`src/hdl/shmr_pkg.sv`:
```
// Package for the segmented half minimum reduction unit.
// Holds the transaction types, sizing constants and the half compare function.
// No dependencies.
package shmr_pkg;

   localparam int MAX_CHUNKS = 16;
   localparam int LANES      = 4;
   localparam int HALF_W     = 16;
   localparam int CHUNK_AW   = (MAX_CHUNKS > 1) ? $clog2(MAX_CHUNKS) : 1;
   localparam int ROW_W      = LANES * HALF_W;

   localparam logic [HALF_W-1:0] HALF_MAX_FINITE = 16'h7BFF;
   localparam logic [HALF_W-1:0] HALF_ZERO       = 16'h0000;

   localparam logic OP_CHUNK = 1'b0;
   localparam logic OP_EMPTY = 1'b1;

   typedef struct packed {
      logic              op;
      logic [3:0]        chunk_index;
      logic              first_neighbor;
      logic              last_neighbor;
      logic [HALF_W-1:0] lane_0;
      logic [HALF_W-1:0] lane_1;
      logic [HALF_W-1:0] lane_2;
      logic [HALF_W-1:0] lane_3;
   } req_type;

   typedef struct packed {
      logic [3:0]        out_chunk;
      logic [HALF_W-1:0] min_0;
      logic [HALF_W-1:0] min_1;
      logic [HALF_W-1:0] min_2;
      logic [HALF_W-1:0] min_3;
   } rsp_type;

   function automatic logic half_is_nan(input logic [HALF_W-1:0] h);
      return (h[14:10] == 5'h1F) && (h[9:0] != 10'h000);
   endfunction

   // Signed ordering key; both zeros map to zero.
   function automatic logic signed [HALF_W:0] half_key(input logic [HALF_W-1:0] h);
      logic signed [HALF_W:0] mag;
      mag = $signed({2'b00, h[14:0]});
      return h[15] ? -mag : mag;
   endfunction

   function automatic logic [HALF_W-1:0] half_min(input logic [HALF_W-1:0] acc,
                                                 input logic [HALF_W-1:0] x);
      if (half_is_nan(x))   return acc;
      if (half_is_nan(acc)) return x;
      return (half_key(x) < half_key(acc)) ? x : acc;
   endfunction

   function automatic logic [HALF_W-1:0] req_lane(input req_type r, input int k);
      logic [HALF_W-1:0] v;
      case (k)
         0:       v = r.lane_0;
         1:       v = r.lane_1;
         2:       v = r.lane_2;
         default: v = r.lane_3;
      endcase
      return v;
   endfunction

endpackage

```
`src/hdl/segmented_half_min_reduce_unit.sv`:
```
// Segmented half minimum reduction unit, top level.
// A request is held in the stage 1 register, then in the output register.
// Throughput: one transaction per cycle unless a full output register stalls stage 1;
//   the accumulator RAM read is issued on accept and the compare lanes write back when stage 1 advances, with bypass.
// Reset: synchronous, active high; clears pipeline valids and the bypass entry.
//   Accumulator RAM contents are undefined until a segment's first neighbor.
module segmented_half_min_reduce_unit
   import shmr_pkg::*;
(
   input  logic    clock,
   input  logic    reset,
   input  logic    req_valid,
   output logic    req_ready,
   input  req_type req_data,
   output logic    rsp_valid,
   input  logic    rsp_ready,
   output rsp_type rsp_data
);

   // stage 1: request waiting on RAM read data
   logic    s1_valid_ff, s1_valid_in;
   req_type s1_req_ff;
   logic    accept, s1_advance, s1_in_range, s1_wr, s1_emit, out_free;

   // bypass of the most recent write
   logic                fw_valid_ff;
   logic [CHUNK_AW-1:0] fw_addr_ff;
   logic [ROW_W-1:0]    fw_data_ff;

   logic [ROW_W-1:0] ram_rd, acc_row, res_row;
   logic [CHUNK_AW-1:0] s1_addr;

   // output register
   logic    rsp_valid_ff, rsp_valid_in;
   rsp_type rsp_data_ff, rsp_data_in;

   assign accept      = req_valid && req_ready;
   assign out_free    = !rsp_valid_ff || rsp_ready;
   assign s1_in_range = 32'(s1_req_ff.chunk_index) < MAX_CHUNKS;
   assign s1_emit     = (s1_req_ff.op == OP_EMPTY) ||
                        (s1_in_range && s1_req_ff.last_neighbor);
   assign s1_advance  = s1_valid_ff && (!s1_emit || out_free);
   assign s1_wr       = s1_advance && (s1_req_ff.op == OP_CHUNK) && s1_in_range;
   assign req_ready   = !s1_valid_ff || s1_advance;
   assign s1_addr     = CHUNK_AW'(s1_req_ff.chunk_index);
   assign s1_valid_in = accept ? 1'b1 : (s1_advance ? 1'b0 : s1_valid_ff);

   shmr_ram #(
      .WIDTH (ROW_W),
      .DEPTH (MAX_CHUNKS)
   ) u_acc_ram (
      .clock      (clock),
      .wr_en      (s1_wr),
      .wr_addr    (s1_addr),
      .wr_data    (res_row),
      .rd_en      (accept),
      .rd_addr    (CHUNK_AW'(req_data.chunk_index)),
      .rd_data_ff (ram_rd)
   );

   // take the bypassed row when the RAM read raced the last write
   assign acc_row = (fw_valid_ff && (fw_addr_ff == s1_addr)) ? fw_data_ff : ram_rd;

   for (genvar k = 0; k < LANES; k++) begin : g_lane
      shmr_lane u_lane (
         .first (s1_req_ff.first_neighbor),
         .acc   (acc_row[k*HALF_W +: HALF_W]),
         .x     (req_lane(s1_req_ff, k)),
         .res   (res_row[k*HALF_W +: HALF_W])
      );
   end

   // merge lane results into the response; unused lanes and empty segments read zero
   always_comb begin
      logic [HALF_W-1:0] m [4];
      for (int k = 0; k < 4; k++) begin
         m[k] = HALF_ZERO;
         if (k < LANES && s1_req_ff.op == OP_CHUNK) begin
            m[k] = res_row[k*HALF_W +: HALF_W];
         end
      end
      rsp_data_in.out_chunk = s1_req_ff.chunk_index;
      rsp_data_in.min_0     = m[0];
      rsp_data_in.min_1     = m[1];
      rsp_data_in.min_2     = m[2];
      rsp_data_in.min_3     = m[3];
      if (s1_advance && s1_emit) begin
         rsp_valid_in = 1'b1;
      end else if (rsp_ready) begin
         rsp_valid_in = 1'b0;
      end else begin
         rsp_valid_in = rsp_valid_ff;
      end
   end

   always_ff @(posedge clock) begin
      if (reset) begin
         s1_valid_ff  <= 1'b0;
         fw_valid_ff  <= 1'b0;
         rsp_valid_ff <= 1'b0;
      end else begin
         s1_valid_ff  <= s1_valid_in;
         rsp_valid_ff <= rsp_valid_in;
         if (s1_wr) begin
            fw_valid_ff <= 1'b1;
         end
      end
      // hold the payload until it advances
      if (accept) begin
         s1_req_ff <= req_data;
      end
      if (s1_wr) begin
         fw_addr_ff <= s1_addr;
         fw_data_ff <= res_row;
      end
      if (s1_advance && s1_emit) begin
         rsp_data_ff <= rsp_data_in;
      end
   end

   assign rsp_valid = rsp_valid_ff;
   assign rsp_data  = rsp_data_ff;

`ifndef SYNTH
   a_accept_fills_s1: assert property (@(posedge clock) disable iff (reset)
      accept |=> s1_valid_ff)
      else $error("accepted transaction did not reach stage 1");

   a_s1_stall_holds: assert property (@(posedge clock) disable iff (reset)
      (s1_valid_ff && !s1_advance) |=> (s1_valid_ff && $stable(s1_req_ff)))
      else $error("stalled stage 1 transaction changed");

   a_bypass_tracks_write: assert property (@(posedge clock) disable iff (reset)
      s1_wr |=> (fw_valid_ff && fw_addr_ff == $past(s1_addr)))
      else $error("bypass entry missed the last accumulator write");

   a_emit_needs_room: assert property (@(posedge clock) disable iff (reset)
      (s1_advance && s1_emit) |-> out_free)
      else $error("response overwritten before it was taken");
`endif

endmodule

```
`src/hdl/shmr_ram.sv`:
```
// Generic single write, single read RAM with registered read data.
// No dependencies.
module shmr_ram #(
   parameter int WIDTH = 64,
   parameter int DEPTH = 16
) (
   input  logic                                   clock,
   input  logic                                   wr_en,
   input  logic [((DEPTH > 1) ? $clog2(DEPTH) : 1)-1:0] wr_addr,
   input  logic [WIDTH-1:0]                       wr_data,
   input  logic                                   rd_en,
   input  logic [((DEPTH > 1) ? $clog2(DEPTH) : 1)-1:0] rd_addr,
   output logic [WIDTH-1:0]                       rd_data_ff
);

   logic [WIDTH-1:0] mem_ff [DEPTH];

   always_ff @(posedge clock) begin
      if (wr_en) begin
         mem_ff[wr_addr] <= wr_data;
      end
      if (rd_en) begin
         rd_data_ff <= mem_ff[rd_addr];
      end
   end

endmodule

```
`src/hdl/shmr_lane.sv`:
```
// One compare lane: picks the restart or running value and folds in the operand.
// Depends on shmr_pkg.
module shmr_lane
   import shmr_pkg::*;
(
   input  logic              first,
   input  logic [HALF_W-1:0] acc,
   input  logic [HALF_W-1:0] x,
   output logic [HALF_W-1:0] res
);

   logic [HALF_W-1:0] base;

   // restart the accumulator on a segment's first neighbor
   assign base = first ? HALF_MAX_FINITE : acc;
   assign res  = half_min(base, x);

endmodule

```
`config.mk`:
```
export PLATFORM = sky130hd
export DESIGN_NAME = segmented_half_min_reduce_unit
export DESIGN_NICKNAME = d
export VERILOG_FILES = /design/src/hdl/shmr_pkg.sv /design/src/hdl/segmented_half_min_reduce_unit.sv /design/src/hdl/shmr_ram.sv /design/src/hdl/shmr_lane.sv
export SDC_FILE = /design/constraint.sdc
export NUM_CORES = 1
export LEC_CHECK = 0
export ABC_CLOCK_PERIOD_IN_PS = 13150
export BUFFER_PORTS_ARGS = -buffer_cell sky130_fd_sc_hd__buf_4
export CORE_MARGIN = 2
export CORE_UTILIZATION = 30
export DETAILED_ROUTE_END_ITERATION = 10
export PLACE_DENSITY = 0.52
export SLEW_MARGIN = 20
export SYNTH_ARGS = -nofsm -noshare
export SYNTH_HDL_FRONTEND = slang
export SYNTH_SLANG_ARGS = --single-unit
```
`constraint.sdc`:
```
create_clock -name clock -period 13.15 [get_ports clock]
set_input_delay 0.6575 -clock clock [delete_from_list [all_inputs] [get_ports clock]]
set_output_delay 0.6575 -clock clock [all_outputs]
set_load 0.01 [all_outputs]
```
==> results.py <==
metrics = {
    "drt": {
        "dr.pass1.iters": 6,
        "drt-initial-drc-count": 2416,
        "wl_per_cell_um": 26.6,
        "detail_route.vias_per_cell": 5.07,
        "wirelength_mm": 148,
        "drc": 0,
        "postRouteAntennaNets": 0,
        "vias": 28100,
    },
    "worst_setup_path": {
        "crit_type": "reg2reg",
        "critPathTopFamily": "simple AND/OR/NAND/NOR gates",
        "cpPeakStageDelay_ps": 860,
        "cp_data_required_time_ps": 13600,
        "path_max_fanout": 35,
        "cp_data_arrival_time_ps": 8590,
        "slowest_stage": "and3_2",
        "cp_num_buf_inv": 1,
        "crit_chain": "xnor2_2 -> and3_2 -> nand2_4 -> buf_4 -> a211oi_1 -> nand2_1 -> or3_1 -> o21ai_0 -> xor2_1 -> ha_1 -> nand4_1 -> or4_1 -> a311o_1 -> o221ai_1 -> xnor2_1 -> or3_1 -> a21oi_1 -> a21oi_1",
        "cp-end-kind": "flop",
        "worstSetupStartpointType": "flop",
    },
    "power": {
        "netSwitchingPower_mw": 2.27,
        "seqPwrFrac": 0.509,
        "swShare": 0.238,
        "p_per_area_nw_per_um2": 152,
        "power_leakage_nw": 19.9,
        "power.total_mw": 9.55,
        "p_int_mw": 7.28,
        "comb_power_share": 0.084,
        "clockPowerShare": 0.407,
        "ir_drop_mv": 0.113,
    },
    "placement": {
        "gp_congestion": 0.819,
        "placement.io_buffers": 144,
        "dp_hpwl_mm": 86.7,
        "placed_cell_area_um2": 57900,
    },
    "grt": {
        "antenna_found_initial": 2,
        "grt_max_degree": 66,
        "grtUsageTotal": 0.161,
        "grt_pass1_vias": 28800,
        "gr-total-overflow": 0,
        "grt_pass1_wl_mm": 210,
    },
    "floorplan": {
        "fp.dieArea_um2": 183000,
        "die_h_um": 428,
        "row_count": 155,
        "core-area_um2": 178000,
        "ioPinCount": 145,
        "die_x_um": 428,
        "initial_core_util": 0.302,
    },
    "sta": {
        "rsz0062_at_grt": "no",
        "slew_viol_final": 0,
        "finalSetupViolations": 0,
        "fmax_mhz": 123,
        "tightest_slew_ps": 1150,
        "relSlewSlack": 0.231,
        "period_share": 0.619,
        "fin_worst_skew_ps": 42.1,
        "final.min_clock_period_ps": 8140,
        "tns_ps": 0,
        "hold_viol_final": 0,
        "holdWs_ps": 51.8,
    },
    "clock_network": {
        "root_buffer": "clkbuf_16",
        "cts_buffers": 142,
        "insertion_delay_ps": 800,
        "clock-sinks": 1298,
        "cts_tree": "done",
        "htree_levels": 4,
        "postCtsSetupRepairBufs": 0,
        "clk_path_buf_depth": 3,
        "clkSlewWorstSetupHoldPaths_ps": 60,
    },
    "synth": {
        "synthDistinctLibCells": 79,
        "syn-cell-area_um2": 53800,
        "yosys_warnings": 0,
        "ys_ff_latch": 1298,
        "synthTopCellsByCount": "edfxtp_1 (1295), mux4_2 (320), nand2_1 (165)",
        "synth.most_common_cell": "edfxtp_1",
        "async_flop_share": 0,
        "synthFlopType": "edfxtp_1",
        "synth_nets": 2976,
        "synth-seq-area-share": 0.723,
        "avgSynthCellArea_um2": 19.0,
        "synth_edf_count": 1295,
        "synthTopCellsByArea": "edfxtp_1 (72%), mux4_2 (13%), ha_1 (1.7%), nand2_1 (1.2%), xnor2_1 (1.1%)",
        "syn_inst": 2829,
        "yosys.area.top_type_share": 0.722,
        "netlist.top_cell.by_area": "edfxtp_1",
    },
    "job": {
        "cap_violations": 0,
    },
    "run_status": {
        "status": "finished clean",
    },
    "finish": {
        "drive_gt1_frac": 0.258,
        "antennaDiodeCount": 0,
        "final_area_um2": 63000,
        "area_growth_pct": 16.9,
        "finalNetCount": 3225,
    },
    "worst_hold_path": {
        "hp-class": "in2reg",
    },
}
per-stage QoR:
stage	utilization	setup WS (ps)	instances
CTS	0.353	5000	5542
global route	0.353	4570	5542
finish	0.353	5010	5542
floorplan	-	3320	2829
global placement	0.325	5100	5247
detailed placement	0.325	4990	5247
state kept, by name, indices dropped and copies added, names as in the netlist, 4 cells and up:
register,cells
rsp_data,68
fw_addr_ff,4
u_acc_ram.rd_data_ff,64
s1_addr,4
s1_req_ff,67
u_acc_ram.mem_ff,1024
fw_data_ff,64
worst reg2reg max path, stage by stage (launching register included):
cell and delay [ps]:
edfxtp_1 580, xnor2_2 260, and3_2 860, nand2_4 460, buf_4 430, a211oi_1 780, nand2_1 160, or3_1 440
o21ai_0 240, xor2_1 100, ha_1 310, nand4_1 150, or4_1 580, a311o_1 340, o221ai_1 200, xnor2_1 210
or3_1 650, a21oi_1 180, a21oi_1 850
per-layer routing:
| layer | global-route usage | up-vias | part of all wire |
|---|---|---|---|
| met5 | 0 | - | 0 |
| met4 | 0.0528 | 0 | 0.028 |
| met3 | 0.0256 | 195 | 0.042 |
| met2 | 0.276 | 733 | 0.51 |
| met1 | 0.209 | 15100 | 0.42 |
| li1 | - | 12100 | - |
cells by family (layout without fill, tap and decap cells):
| group | after synthesis | after routing | share of synthesized area |
|---|---|---|---|
| xor gates and xnor gates | 110 | 110 | 0.0184 |
| buffers and inverters | 169 | 527 | 0.0131 |
| and+or+nand+nor | 528 | 528 | 0.0493 |
| muxes | 362 | 362 | 0.144 |
| adders and majority gates | 72 | 72 | 0.0167 |
| AOI/OAI and AO/OA | 290 | 290 | 0.0352 |
| DFF | 1298 | 1298 | 0.723 |
power by group through the flow:
stage	sequential, mW	combinational (mW)	clock, mW
2_1_floorplan	4.91	0.525	0
3_3_place_gp	4.95	0.789	0
3_5_place_dp	4.95	0.799	0
4_1_cts	4.86	0.812	3.98
5_1_grt	4.86	0.889	4.14
6_report	4.86	0.803	3.89
what timing repair did:
action                                 4_1_cts  5_1_grt
resized for setup                            0        0
setup endpoints to repair                    0        0
endpoints found under the hold margin       42        0
hold buffers                                42        0
cells in the final DEF, fill, tap and decap left out, types with 14 or more instances in the layout:
cell type      synthesis  routed
or3_1                 23      23
a21oi_1               92      77
clkbuf_16              0     142
o21ai_0               68      68
xnor2_1               68      68
a21o_1                15      15
o31ai_1               32      32
a21oi_2                0      14
nor2_4                 0      14
nor3_1                40      36
clkbuf_1              89      29
xor2_1                40      40
nand4_1               20      20
clkinv_1               0      31
mux4_2               320     320
inv_1                 23      21
nand2_1              165     165
and3_1                19      18
edfxtp_1            1295    1295
a211oi_1              23      23
clkinv_2               0      20
nand3_1               63      62
buf_4                  4     206
nor2_1                82      66
and2_1                43      41
ha_1                  72      72
dlygate4sd3_1          0      42
mux2_4                20      20
final timing paths:
| kind | end | start | slack, ps | depth (start not counted) |
|---|---|---|---|---|
| max | u_acc_ram.mem_ff[12][1]$_DFFE_PP_ | s1_addr[1]$_DFFE_PP_ | 5010 | 18 |
| min | s1_req_ff[45]$_DFFE_PP_ | req_data[45] | 50 | 1 |
| max reg2reg | u_acc_ram.mem_ff[12][1]$_DFFE_PP_ | s1_addr[1]$_DFFE_PP_ | 5010 | 18 |
| min reg2reg | rsp_valid$_SDFFE_PP0P_ | rsp_valid$_SDFFE_PP0P_ | 510 | 2 |
final cells by class:
type	instances	area (um2)
fillers	16700	115000
flip-flops and latches	1298	38900
multi-input cells	1362	14400
clock buffers	171	3660
well taps	2355	2950
repair buffers	251	2010
clock inverters	82	906
inverters	23	86.3
Power figures use the tool's default switching activity.
